**src/hdl/ptpg_pkg.sv**
```systemverilog
// ----------------------------------------------------------------------------
// Pendulum tip position generator package
// Shared constants, types and arithmetic helpers for the tip generator.
// ----------------------------------------------------------------------------
`default_nettype none

package ptpg_pkg;

   localparam int CORD_W = 34;

   typedef logic signed [CORD_W-1:0] cord_type;
   typedef logic signed [31:0]       unit_type;

   localparam cord_type Q30_ONE     = 34'sd1073741824;
   localparam cord_type Q30_HALFPI  = 34'sd1686629713;
   localparam cord_type Q30_PI      = 34'sd3373259426;
   localparam cord_type CORDIC_GAIN = 34'sd652032875;

   localparam unit_type UNIT_POS = 32'sd1073741824;
   localparam unit_type UNIT_NEG = -32'sd1073741824;

   localparam logic signed [31:0] INV_TWO_PI_Q32 = 32'sd683565276;
   localparam logic signed [31:0] HALFPI_Q30     = 32'sd1686629713;

   localparam logic [15:0] LEN_ONE = 16'd16;

   localparam logic signed [47:0] TIP_ROUND = 48'sd33554432;
   localparam logic signed [24:0] TIP_MAX   = 25'sd8388607;
   localparam logic signed [24:0] TIP_MIN   = -25'sd8388608;

   localparam int CSR_INDEX_W = 3;
   localparam int CSR_DATA_W  = 24;

   localparam logic [CSR_INDEX_W-1:0] REG_ANCHOR_X        = 3'd0;
   localparam logic [CSR_INDEX_W-1:0] REG_ANCHOR_Y        = 3'd1;
   localparam logic [CSR_INDEX_W-1:0] REG_ARM_LENGTH      = 3'd2;
   localparam logic [CSR_INDEX_W-1:0] REG_SWING_AMPLITUDE = 3'd3;
   localparam logic [CSR_INDEX_W-1:0] REG_ANGULAR_SPEED   = 3'd4;

   localparam logic [15:0]        ARM_LENGTH_RESET      = 16'd3200;
   localparam logic signed [15:0] SWING_AMPLITUDE_RESET = 16'sd9830;
   localparam logic signed [15:0] ANGULAR_SPEED_RESET   = 16'sd768;

   typedef enum logic [3:0] {
      ST_IDLE,
      ST_MUL_SPD,
      ST_MUL_INV,
      ST_PHASE,
      ST_MUL_RAD,
      ST_ROT_LOAD,
      ST_ROT_RUN,
      ST_ROT_DONE,
      ST_MUL_AMP,
      ST_MUL_X,
      ST_MUL_Y,
      ST_TIP_Y
   } state_type;

   function automatic cord_type atan_q30(input logic [4:0] idx);
      cord_type r;
      unique case (idx)
         5'd0:    r = 34'sd843314857;
         5'd1:    r = 34'sd497837829;
         5'd2:    r = 34'sd263043837;
         5'd3:    r = 34'sd133525159;
         5'd4:    r = 34'sd67021687;
         5'd5:    r = 34'sd33543516;
         5'd6:    r = 34'sd16775851;
         5'd7:    r = 34'sd8388437;
         5'd8:    r = 34'sd4194283;
         5'd9:    r = 34'sd2097149;
         5'd10:   r = 34'sd1048575;
         5'd11:   r = 34'sd524288;
         5'd12:   r = 34'sd262144;
         5'd13:   r = 34'sd131072;
         5'd14:   r = 34'sd65536;
         5'd15:   r = 34'sd32768;
         5'd16:   r = 34'sd16384;
         5'd17:   r = 34'sd8192;
         5'd18:   r = 34'sd4096;
         5'd19:   r = 34'sd2048;
         5'd20:   r = 34'sd1024;
         5'd21:   r = 34'sd512;
         5'd22:   r = 34'sd256;
         5'd23:   r = 34'sd128;
         default: r = '0;
      endcase
      return r;
   endfunction

   function automatic unit_type clamp_unit(input cord_type v);
      unit_type r;
      if (v > Q30_ONE) begin
         r = UNIT_POS;
      end else if (v < -Q30_ONE) begin
         r = UNIT_NEG;
      end else begin
         r = signed'(v[31:0]);
      end
      return r;
   endfunction

   function automatic logic signed [23:0] tip_coord(input logic signed [23:0] anchor,
                                                    input logic signed [47:0] prod);
      logic signed [47:0] rnd;
      logic signed [21:0] off;
      logic signed [24:0] sum;
      logic signed [23:0] r;
      rnd = prod + TIP_ROUND;
      off = signed'(rnd[47:26]);
      sum = 25'(anchor) + 25'(off);
      if (sum > TIP_MAX) begin
         r = TIP_MAX[23:0];
      end else if (sum < TIP_MIN) begin
         r = TIP_MIN[23:0];
      end else begin
         r = sum[23:0];
      end
      return r;
   endfunction

endpackage

`default_nettype wire

```
**src/hdl/ptpg_if.sv**
```systemverilog
// ----------------------------------------------------------------------------
// Pendulum tip position generator channels
// Valid/ready interfaces for the request, response and register channels.
// ----------------------------------------------------------------------------
`default_nettype none

interface ptpg_req_if;
   logic        valid;
   logic        ready;
   logic [15:0] time_step;
   logic        restart;

   modport source (output valid, output time_step, output restart, input ready);
   modport sink   (input valid, input time_step, input restart, output ready);
endinterface

interface ptpg_rsp_if;
   logic               valid;
   logic               ready;
   logic signed [23:0] tip_x;
   logic signed [23:0] tip_y;

   modport source (output valid, output tip_x, output tip_y, input ready);
   modport sink   (input valid, input tip_x, input tip_y, output ready);
endinterface

interface ptpg_csr_if;
   logic                               valid;
   logic                               ready;
   logic [ptpg_pkg::CSR_INDEX_W-1:0]   index;
   logic [ptpg_pkg::CSR_DATA_W-1:0]    data;

   modport source (output valid, output index, output data, input ready);
   modport sink   (input valid, input index, input data, output ready);
endinterface

`default_nettype wire

```
**src/hdl/pendulum_tip_position_generator.sv**
```systemverilog
// ----------------------------------------------------------------------------
// Pendulum tip position generator
// Accumulates a swing phase per time step and returns the pendulum tip
// position from two CORDIC sine/cosine passes and one shared multiplier.
// ----------------------------------------------------------------------------
//
//  Channel   Role    Payload                      Transfer
//  req_chan  sink    time_step[15:0], restart     valid & ready
//  rsp_chan  source  tip_x[23:0], tip_y[23:0]     valid & ready
//  csr_chan  sink    index[2:0], data[23:0]       valid & ready (ready always 1)
//
//  Items do not overlap: a request transfers only in the idle state, and the single
//  CORDIC stage is used twice per item, once for the phase sine and once for the angle.
//  The result lands in the output register on the edge that returns the generator
//  to idle, where the next request can transfer.
//  Synchronous reset returns the registers to their reset values and the phase to 0.
//  A result waiting on rsp_chan does not block a new request; a second result
//  waits in the last step until the output register is free.
//
`default_nettype none

module pendulum_tip_position_generator #(
   parameter int PHASE_BITS   = 24,
   parameter int CORDIC_STEPS = 16
) (
   input  wire              clock,
   input  wire              reset,
   ptpg_req_if.sink         req_chan,
   ptpg_rsp_if.source       rsp_chan,
   ptpg_csr_if.sink         csr_chan
);

   ptpg_pkg::state_type state_ff, state_in;

   logic signed [23:0] anchor_x_ff;
   logic signed [23:0] anchor_y_ff;
   logic [15:0]        arm_length_ff;
   logic signed [15:0] swing_amplitude_ff;
   logic signed [15:0] angular_speed_ff;

   logic [PHASE_BITS-1:0] phase_ff;
   logic [15:0]           dt_ff;
   logic                  pass_ff;

   logic signed [63:0] mul_ff;
   logic signed [31:0] mul_a;
   logic signed [31:0] mul_b;
   logic signed [63:0] mul_prod;
   logic               mul_en;

   ptpg_pkg::cord_type x_ff, y_ff, z_ff;
   logic               neg_ff;
   logic [4:0]         iter_ff;

   ptpg_pkg::unit_type sp_ff, sa_ff, ca_ff;
   logic signed [23:0] tipx_ff;

   logic               rsp_valid_ff;
   logic signed [23:0] rsp_tip_x_ff;
   logic signed [23:0] rsp_tip_y_ff;

   logic               req_ready;
   logic               req_fire;
   logic               out_free;
   logic               out_load;

   logic [15:0]        len_eff;
   logic signed [31:0] turn;
   ptpg_pkg::cord_type rot_src;
   ptpg_pkg::cord_type x_sh, y_sh, atan_val;
   ptpg_pkg::unit_type sin_c, cos_c;

   assign req_chan.ready = req_ready;
   assign req_fire       = req_chan.valid && req_ready;
   assign out_free       = !rsp_valid_ff || rsp_chan.ready;

   assign rsp_chan.valid = rsp_valid_ff;
   assign rsp_chan.tip_x = rsp_tip_x_ff;
   assign rsp_chan.tip_y = rsp_tip_y_ff;
   assign csr_chan.ready = 1'b1;

   assign len_eff  = (arm_length_ff == '0) ? ptpg_pkg::LEN_ONE : arm_length_ff;
   assign turn     = signed'(32'(phase_ff) << (32 - PHASE_BITS));
   assign rot_src  = pass_ff ? 34'(signed'(mul_ff[46:14])) : 34'(signed'(mul_ff[62:30]));
   assign x_sh     = x_ff >>> iter_ff;
   assign y_sh     = y_ff >>> iter_ff;
   assign atan_val = ptpg_pkg::atan_q30(iter_ff);
   assign sin_c    = neg_ff ? -ptpg_pkg::clamp_unit(y_ff) : ptpg_pkg::clamp_unit(y_ff);
   assign cos_c    = neg_ff ? -ptpg_pkg::clamp_unit(x_ff) : ptpg_pkg::clamp_unit(x_ff);
   assign mul_prod = mul_a * mul_b;

   always_ff @(posedge clock) begin
      if (reset) begin
         state_ff <= ptpg_pkg::ST_IDLE;
      end else begin
         state_ff <= state_in;
      end
   end

   always_comb begin
      state_in  = state_ff;
      req_ready = 1'b0;
      mul_en    = 1'b0;
      mul_a     = '0;
      mul_b     = '0;
      out_load  = 1'b0;
      unique case (state_ff)
         ptpg_pkg::ST_IDLE: begin
            req_ready = 1'b1;
            if (req_chan.valid) begin
               state_in = ptpg_pkg::ST_MUL_SPD;
            end
         end
         ptpg_pkg::ST_MUL_SPD: begin
            mul_en   = 1'b1;
            mul_a    = 32'(angular_speed_ff);
            mul_b    = {16'd0, dt_ff};
            state_in = ptpg_pkg::ST_MUL_INV;
         end
         ptpg_pkg::ST_MUL_INV: begin
            mul_en   = 1'b1;
            mul_a    = mul_ff[31:0];
            mul_b    = ptpg_pkg::INV_TWO_PI_Q32;
            state_in = ptpg_pkg::ST_PHASE;
         end
         ptpg_pkg::ST_PHASE: begin
            state_in = ptpg_pkg::ST_MUL_RAD;
         end
         ptpg_pkg::ST_MUL_RAD: begin
            mul_en   = 1'b1;
            mul_a    = turn;
            mul_b    = ptpg_pkg::HALFPI_Q30;
            state_in = ptpg_pkg::ST_ROT_LOAD;
         end
         ptpg_pkg::ST_ROT_LOAD: begin
            state_in = ptpg_pkg::ST_ROT_RUN;
         end
         ptpg_pkg::ST_ROT_RUN: begin
            if (iter_ff == 5'(CORDIC_STEPS - 1)) begin
               state_in = ptpg_pkg::ST_ROT_DONE;
            end
         end
         ptpg_pkg::ST_ROT_DONE: begin
            state_in = pass_ff ? ptpg_pkg::ST_MUL_X : ptpg_pkg::ST_MUL_AMP;
         end
         ptpg_pkg::ST_MUL_AMP: begin
            mul_en   = 1'b1;
            mul_a    = 32'(swing_amplitude_ff);
            mul_b    = sp_ff;
            state_in = ptpg_pkg::ST_ROT_LOAD;
         end
         ptpg_pkg::ST_MUL_X: begin
            mul_en   = 1'b1;
            mul_a    = {16'd0, len_eff};
            mul_b    = sa_ff;
            state_in = ptpg_pkg::ST_MUL_Y;
         end
         ptpg_pkg::ST_MUL_Y: begin
            mul_en   = 1'b1;
            mul_a    = {16'd0, len_eff};
            mul_b    = ca_ff;
            state_in = ptpg_pkg::ST_TIP_Y;
         end
         ptpg_pkg::ST_TIP_Y: begin
            if (out_free) begin
               out_load = 1'b1;
               state_in = ptpg_pkg::ST_IDLE;
            end
         end
         default: begin
            state_in = ptpg_pkg::ST_IDLE;
         end
      endcase
   end

   always_ff @(posedge clock) begin
      if (reset) begin
         anchor_x_ff        <= '0;
         anchor_y_ff        <= '0;
         arm_length_ff      <= ptpg_pkg::ARM_LENGTH_RESET;
         swing_amplitude_ff <= ptpg_pkg::SWING_AMPLITUDE_RESET;
         angular_speed_ff   <= ptpg_pkg::ANGULAR_SPEED_RESET;
         phase_ff           <= '0;
         rsp_valid_ff       <= 1'b0;
      end else begin
         if (csr_chan.valid) begin
            unique case (csr_chan.index)
               ptpg_pkg::REG_ANCHOR_X:        anchor_x_ff        <= signed'(csr_chan.data);
               ptpg_pkg::REG_ANCHOR_Y:        anchor_y_ff        <= signed'(csr_chan.data);
               ptpg_pkg::REG_ARM_LENGTH:      arm_length_ff      <= csr_chan.data[15:0];
               ptpg_pkg::REG_SWING_AMPLITUDE: swing_amplitude_ff <= signed'(csr_chan.data[15:0]);
               ptpg_pkg::REG_ANGULAR_SPEED:   angular_speed_ff   <= signed'(csr_chan.data[15:0]);
               default: ;
            endcase
         end
         if (req_fire && req_chan.restart) begin
            phase_ff <= '0;
         end else if (state_ff == ptpg_pkg::ST_PHASE) begin
            phase_ff <= phase_ff + mul_ff[56-PHASE_BITS +: PHASE_BITS];
         end
         if (out_load) begin
            rsp_valid_ff <= 1'b1;
         end else if (rsp_chan.ready) begin
            rsp_valid_ff <= 1'b0;
         end
      end
   end

   always_ff @(posedge clock) begin
      if (req_fire) begin
         dt_ff <= req_chan.time_step;
      end
      if (mul_en) begin
         mul_ff <= mul_prod;
      end
      unique case (state_ff)
         ptpg_pkg::ST_MUL_RAD: begin
            pass_ff <= 1'b0;
         end
         ptpg_pkg::ST_MUL_AMP: begin
            pass_ff <= 1'b1;
         end
         ptpg_pkg::ST_ROT_LOAD: begin
            x_ff    <= ptpg_pkg::CORDIC_GAIN;
            y_ff    <= '0;
            iter_ff <= '0;
            if (rot_src > ptpg_pkg::Q30_HALFPI) begin
               z_ff   <= rot_src - ptpg_pkg::Q30_PI;
               neg_ff <= 1'b1;
            end else if (rot_src < -ptpg_pkg::Q30_HALFPI) begin
               z_ff   <= rot_src + ptpg_pkg::Q30_PI;
               neg_ff <= 1'b1;
            end else begin
               z_ff   <= rot_src;
               neg_ff <= 1'b0;
            end
         end
         ptpg_pkg::ST_ROT_RUN: begin
            iter_ff <= iter_ff + 5'd1;
            if (!z_ff[ptpg_pkg::CORD_W-1]) begin
               x_ff <= x_ff - y_sh;
               y_ff <= y_ff + x_sh;
               z_ff <= z_ff - atan_val;
            end else begin
               x_ff <= x_ff + y_sh;
               y_ff <= y_ff - x_sh;
               z_ff <= z_ff + atan_val;
            end
         end
         ptpg_pkg::ST_ROT_DONE: begin
            if (pass_ff) begin
               sa_ff <= sin_c;
               ca_ff <= cos_c;
            end else begin
               sp_ff <= sin_c;
            end
         end
         ptpg_pkg::ST_MUL_Y: begin
            tipx_ff <= ptpg_pkg::tip_coord(anchor_x_ff, mul_ff[47:0]);
         end
         default: ;
      endcase
      if (out_load) begin
         rsp_tip_x_ff <= tipx_ff;
         rsp_tip_y_ff <= ptpg_pkg::tip_coord(anchor_y_ff, mul_ff[47:0]);
      end
   end

   a_one_item_at_a_time: assert property (@(posedge clock) disable iff (reset)
      req_fire |=> !req_chan.ready)
      else $error("request taken while an item is still in work");

   a_result_from_last_step: assert property (@(posedge clock) disable iff (reset)
      $rose(rsp_valid_ff) |-> $past(state_ff) == ptpg_pkg::ST_TIP_Y)
      else $error("response raised outside the final step");

   a_iter_in_range: assert property (@(posedge clock) disable iff (reset)
      state_ff == ptpg_pkg::ST_ROT_RUN |-> iter_ff < 5'(CORDIC_STEPS))
      else $error("rotation step count out of range");

   a_sine_clamped: assert property (@(posedge clock) disable iff (reset)
      state_ff == ptpg_pkg::ST_MUL_AMP |->
         (sp_ff <= ptpg_pkg::UNIT_POS && sp_ff >= ptpg_pkg::UNIT_NEG))
      else $error("phase sine outside the unit range");

endmodule

`default_nettype wire
```
**src/flat_wrapper.sv**
```systemverilog
// flat-port wrapper written by rule: the top's interface ports become plain ports
module pendulum_tip_position_generator_flat 
#(
   parameter int PHASE_BITS   = 24,
   parameter int CORDIC_STEPS = 16
)
  (clock, reset, req_chan_valid, req_chan_time_step, req_chan_restart, req_chan_ready, rsp_chan_valid, rsp_chan_tip_x, rsp_chan_tip_y, rsp_chan_ready, csr_chan_valid, csr_chan_index, csr_chan_data, csr_chan_ready);
  ptpg_req_if req_chan_i ();
  ptpg_rsp_if rsp_chan_i ();
  ptpg_csr_if csr_chan_i ();
  input  wire clock;
  input  wire reset;
  input wire logic [$bits(req_chan_i.valid)-1:0] req_chan_valid;
  input wire logic [$bits(req_chan_i.time_step)-1:0] req_chan_time_step;
  input wire logic [$bits(req_chan_i.restart)-1:0] req_chan_restart;
  output wire logic [$bits(req_chan_i.ready)-1:0] req_chan_ready;
  output wire logic [$bits(rsp_chan_i.valid)-1:0] rsp_chan_valid;
  output wire logic [$bits(rsp_chan_i.tip_x)-1:0] rsp_chan_tip_x;
  output wire logic [$bits(rsp_chan_i.tip_y)-1:0] rsp_chan_tip_y;
  input wire logic [$bits(rsp_chan_i.ready)-1:0] rsp_chan_ready;
  input wire logic [$bits(csr_chan_i.valid)-1:0] csr_chan_valid;
  input wire logic [$bits(csr_chan_i.index)-1:0] csr_chan_index;
  input wire logic [$bits(csr_chan_i.data)-1:0] csr_chan_data;
  output wire logic [$bits(csr_chan_i.ready)-1:0] csr_chan_ready;
  assign req_chan_i.valid = req_chan_valid;
  assign req_chan_i.time_step = req_chan_time_step;
  assign req_chan_i.restart = req_chan_restart;
  assign req_chan_ready = req_chan_i.ready;
  assign rsp_chan_valid = rsp_chan_i.valid;
  assign rsp_chan_tip_x = rsp_chan_i.tip_x;
  assign rsp_chan_tip_y = rsp_chan_i.tip_y;
  assign rsp_chan_i.ready = rsp_chan_ready;
  assign csr_chan_i.valid = csr_chan_valid;
  assign csr_chan_i.index = csr_chan_index;
  assign csr_chan_i.data = csr_chan_data;
  assign csr_chan_ready = csr_chan_i.ready;
  pendulum_tip_position_generator #(.PHASE_BITS(PHASE_BITS), .CORDIC_STEPS(CORDIC_STEPS)) u_core (.clock(clock), .reset(reset), .req_chan(req_chan_i), .rsp_chan(rsp_chan_i), .csr_chan(csr_chan_i));
endmodule
```
**config.mk**
```make
export PLATFORM = sky130hd
export DESIGN_NAME = pendulum_tip_position_generator_flat
export DESIGN_NICKNAME = d
export VERILOG_FILES = /design/src/hdl/ptpg_pkg.sv /design/src/hdl/ptpg_if.sv /design/src/hdl/pendulum_tip_position_generator.sv /design/src/flat_wrapper.sv
export SDC_FILE = /design/constraint.sdc
export NUM_CORES = 2
export LEC_CHECK = 0
export BUFFER_PORTS_ARGS = -buffer_cell sky130_fd_sc_hd__buf_4
export CELL_PAD_IN_SITES_DETAIL_PLACEMENT = 1
export CELL_PAD_IN_SITES_GLOBAL_PLACEMENT = 2
export CORE_AREA = 3 3 405 407
export DETAILED_ROUTE_END_ITERATION = 10
export DIE_AREA = 0 0 408 410
export PLACE_DENSITY = 0.87
export SLEW_MARGIN = 5
export SYNTH_ARGS = -nofsm -noshare
export SYNTH_HDL_FRONTEND = slang
export SYNTH_SLANG_ARGS = --single-unit
```
**constraint.sdc**
```tcl
create_clock -name clock -period 25.1 [get_ports clock]
set_input_delay 1.255 -clock clock [delete_from_list [all_inputs] [get_ports clock]]
set_output_delay 1.255 -clock clock [all_outputs]
set_load 0.005 [all_outputs]
```
==> impl_metrics.json <==
{
  "yosys.area_share.simple": 0.156,
  "r2r_cells": 30,
  "routedWlPerCell_um": 26.4,
  "rsz0062_at_grt": "false",
  "endpoint_kind": "flip-flop",
  "slew_viol_final": 0,
  "worstSetupPathType": "reg2reg",
  "cts_setup_buffers": 0,
  "cts_resized": 0,
  "period_share": 0.446,
  "io_pins": 100,
  "ys_seq_area_frac": 0.191,
  "finalHoldViolCount": 0,
  "grt.met1_usage": 0.423,
  "syn_to_final_growth_pct": 7.05,
  "seq_power_share": 0.240,
  "r2r_end": "u_core.mul_ff[59]$_DFFE_PP_",
  "synth-edff-count": 356,
  "gr-usage-met3": 0.0600,
  "clkPwrFrac": 0.170,
  "cts_tree": "done",
  "worstMarginPinSlew_ns": 1.33,
  "cp-startpoint": "u_core.state_ff[2]$_SDFFE_PP0P_",
  "clkTransAtPathRegs_ns": 0.07,
  "maxCapViolCount": 0,
  "cts_buffer_depth": 3,
  "grt_max_degree": 88,
  "drc": 0,
  "grt_overflow": 0,
  "ys_warn_count": 0,
  "ff2ff_setup_slack_ns": 13.91,
  "drive_above_1_share": 0.0731,
  "cp.required_ns": 25.49,
  "htreeDepth": 2,
  "skew_ns": 0.0350,
  "hp-start": "u_core.tipx_ff[22]$_SDFFCE_PN1N_",
  "synth_top_family_by_area": "adder cells",
  "fillCellCount": 18500,
  "dpl.hpwl_um": 210000,
  "cp_common_cell": "fa_1",
  "root_buffer": "clkbuf_16",
  "grt_pass1_vias": 64800,
  "setup_viol": 0,
  "run_status": "complete, no violations",
  "core_area_um2": 161000,
  "netlist_area_um2": 72300,
  "clock_latency_ns": 0.67,
  "synth_compound_area_frac": 0.121,
  "yosysTopAreaCellShare": 0.299,
  "synth-seq-cells": 511,
  "hold_buffers": 0,
  "ys_types": 105,
  "finalCriticalPeriod_ns": 11.19,
  "synth.area.top_cells": "fa_1 (30%), edfxtp_1 (15%), ha_1 (6.4%), inv_1 (5.8%), nand2_1 (5.7%)",
  "total_leakage_power_nw": 33.1,
  "slowest_stage": "fa_1",
  "worstSetupStartpointType": "flip-flop",
  "nets": 9435,
  "synth_nets": 9538,
  "synth_area_leader_cell": "fa_1",
  "route.vias.total": 60500,
  "drt_iter0_drc": 5141,
  "crit_fanout": 52,
  "p_sw_mw": 2.55,
  "total_power_mw": 5.18,
  "rr_startpoint": "u_core.state_ff[2]$_SDFFE_PP0P_",
  "final_antenna_net_count": 0,
  "layout_common_cells": "inv_1 (1,120), nand2_1 (1,104), fa_1 (1,079)",
  "cts_buffers": 56,
  "final_common_cell": "inv_1",
  "synth_fa_ha_area_frac": 0.364,
  "final.setup.tns_ns": 0,
  "dieArea_um2": 167000,
  "postSynthCellCount": 8040,
  "p_per_area_nw_per_um2": 66.9,
  "p_comb_frac": 0.589,
  "worstPathArrival_ns": 11.58,
  "slew_headroom": 0.113,
  "p_int_mw": 2.63,
  "slowest_delay_ns": 1.22,
  "grt_first_pass_wirelength_um": 408000,
  "synth_mux_area_frac": 0.0403,
  "drt-pass1-iter-count": 5,
  "grt_use_total": 0.320,
  "cts.sink_count": 511,
  "vias_per_cell": 5.96,
  "antenna_found_initial": 7,
  "hold_class": "reg2reg",
  "core.rowCount": 147,
  "syn_avg_cell_area_um2": 9.00,
  "met2_usage": 0.527,
  "routed_wl_um": 268000,
  "synth_flop_cell": "edfxtp_1",
  "synthXorXnorAreaFrac": 0.0458,
  "busiest_layer": "met2",
  "start_util": 0.450,
  "chipHeight_um": 410,
  "max_freq_mhz": 89.3,
  "port_buffers": 98,
  "max-vdd-ir-drop_mv": 0.0659,
  "gp_congestion": 0.961,
  "cp-endpoint": "u_core.mul_ff[59]$_DFFE_PP_",
  "ys_async_sr_fraction": 0,
  "swShare": 0.492,
  "die_w_um": 408
}
==> flip-flops by register name, summed over array words and instances, names as in the netlist <==
| name | flops |
|---|---|
| u_core.pass_ff | 1 |
| u_core.z_ff | 34 |
| u_core.anchor_x_ff | 24 |
| u_core.swing_amplitude_ff | 16 |
| u_core.iter_ff | 5 |
| u_core.mul_ff | 63 |
| u_core.anchor_y_ff | 24 |
| u_core.neg_ff | 1 |
| u_core.phase_ff | 24 |
| u_core.sa_ff | 32 |
| u_core.tipx_ff | 24 |
| u_core.ca_ff | 32 |
| u_core.angular_speed_ff | 16 |
| u_core.state_ff | 4 |
| u_core.rsp_chan.tip_y | 24 |
| u_core.rsp_chan.valid | 1 |
| u_core.dt_ff | 16 |
| u_core.atan_val | 30 |
| u_core.rsp_chan.tip_x | 24 |
| u_core.x_ff | 34 |
| u_core.y_ff | 34 |
| u_core.arm_length_ff | 16 |
| u_core.sp_ff | 32 |
==> metrics by stage <==
stage | util | cell area [µm²] | std cells | worst slack [ns] | hold slack (ns)
final | 0.482 | 77400 | 10100 | 13.91 | 0.422
after global routing | 0.482 | 77400 | 10100 | 13.37 | 0.432
after global placement | 0.470 | 75500 | 10000 | 14.39 | 0.404
after detailed placement | 0.470 | 75500 | 10000 | 14.00 | 0.409
after CTS | 0.482 | 77400 | 10100 | 13.98 | 0.424
after floorplan | - | 72300 | 8040 | 15.30 | 0.400
==> synthesized netlist by cell type, types with 20 or more instances <==
library cell / number
a211oi_1: 41
a21o_1: 116
a21oi_1: 521
a221o_1: 23
a221oi_1: 26
a22oi_1: 46
a31oi_1: 57
and2_1: 44
and3_1: 52
and4_1: 29
buf_1: 46
clkbuf_1: 350
dfxtp_1: 155
edfxtp_1: 356
fa_1: 1079
ha_1: 370
inv_1: 1121
mux2_2: 64
mux2i_1: 77
mux4_2: 52
nand2_1: 1105
nand2b_1: 65
nand3_1: 98
nand4_1: 55
nor2_1: 811
nor2b_1: 38
nor3_1: 114
nor4_1: 20
o211ai_1: 26
o21a_1: 49
o21ai_0: 210
o21bai_1: 29
o22ai_1: 20
o31ai_1: 23
or2_2: 28
or3_1: 37
xnor2_1: 204
xor2_1: 174
==> per-layer routing <==
| metal | vias to the layer above | wire length [µm] |
|---|---|---|
| met3 | 493 | 21500 |
| li1 | 26200 | - |
| met5 | - | 11 |
| met2 | 2295 | 126000 |
| met1 | 31500 | 109000 |
| met4 | 2 | 10700 |
==> how the worst min path moves through the flow <==
| stage | end | depth (start not counted) |
|---|---|---|
| final | u_core.rsp_chan.tip_x[22]$_DFFE_PP_ | 0 |
| after global routing | u_core.rsp_chan.tip_x[4]$_DFFE_PP_ | 0 |
| after CTS | u_core.rsp_chan.tip_x[22]$_DFFE_PP_ | 0 |
| after detailed placement | u_core.rsp_chan.tip_x[22]$_DFFE_PP_ | 0 |
| after global placement | u_core.rsp_chan.tip_x[1]$_DFFE_PP_ | 0 |
| after floorplan | u_core.rsp_chan.tip_x[0]$_DFFE_PP_ | 0 |
==> logic make-up (layout without fill, tap and decap cells) <==
family                   after synthesis  count (layout)
AO/OA/AOI/OAI                       1368            1368
XOR/XNOR                             378             378
adder cells (fa/ha/maj)             1457            1457
buffers and inverters               1550            1495
flip-flops                           511             511
multiplexers                         203             203
other                                  1               4
AND/OR/NAND/NOR                     2572            2572
==> worst max-delay path: cells and delay by family (launching register included) <==
kind / cells / cell delay [ns]
simple gates: 9 / 2.06
xor+xnor: 1 / 0.08
buf+inv: 4 / 1.11
fa+ha+maj: 9 / 5.58
compound gates: 7 / 1.36
flops: 1 / 0.69
==> power groups by stage <==
stage,logic (mW),registers [mW],clock network (mW)
4_1_cts,3.03,1.24,0.899
2_1_floorplan,2.03,1.14,0
3_3_place_gp,2.91,1.25,0
6_report,3.06,1.24,0.883
3_5_place_dp,3.00,1.26,0
5_1_grt,3.34,1.24,0.932
==> final cells by class <==
cell class	count	area (µm²)	share of cell area
diodes	3	7.51	0.0000970
clock buffers	79	1670	0.0216
clock inverters	27	256	0.00331
inverters	1124	4220	0.0545
multi-input cells	5979	52800	0.682
flip-flops and latches	511	13800	0.178
well taps	2160	2700	0.0349
repair buffers	265	1990	0.0257
Power figures use the tool's default switching activity.
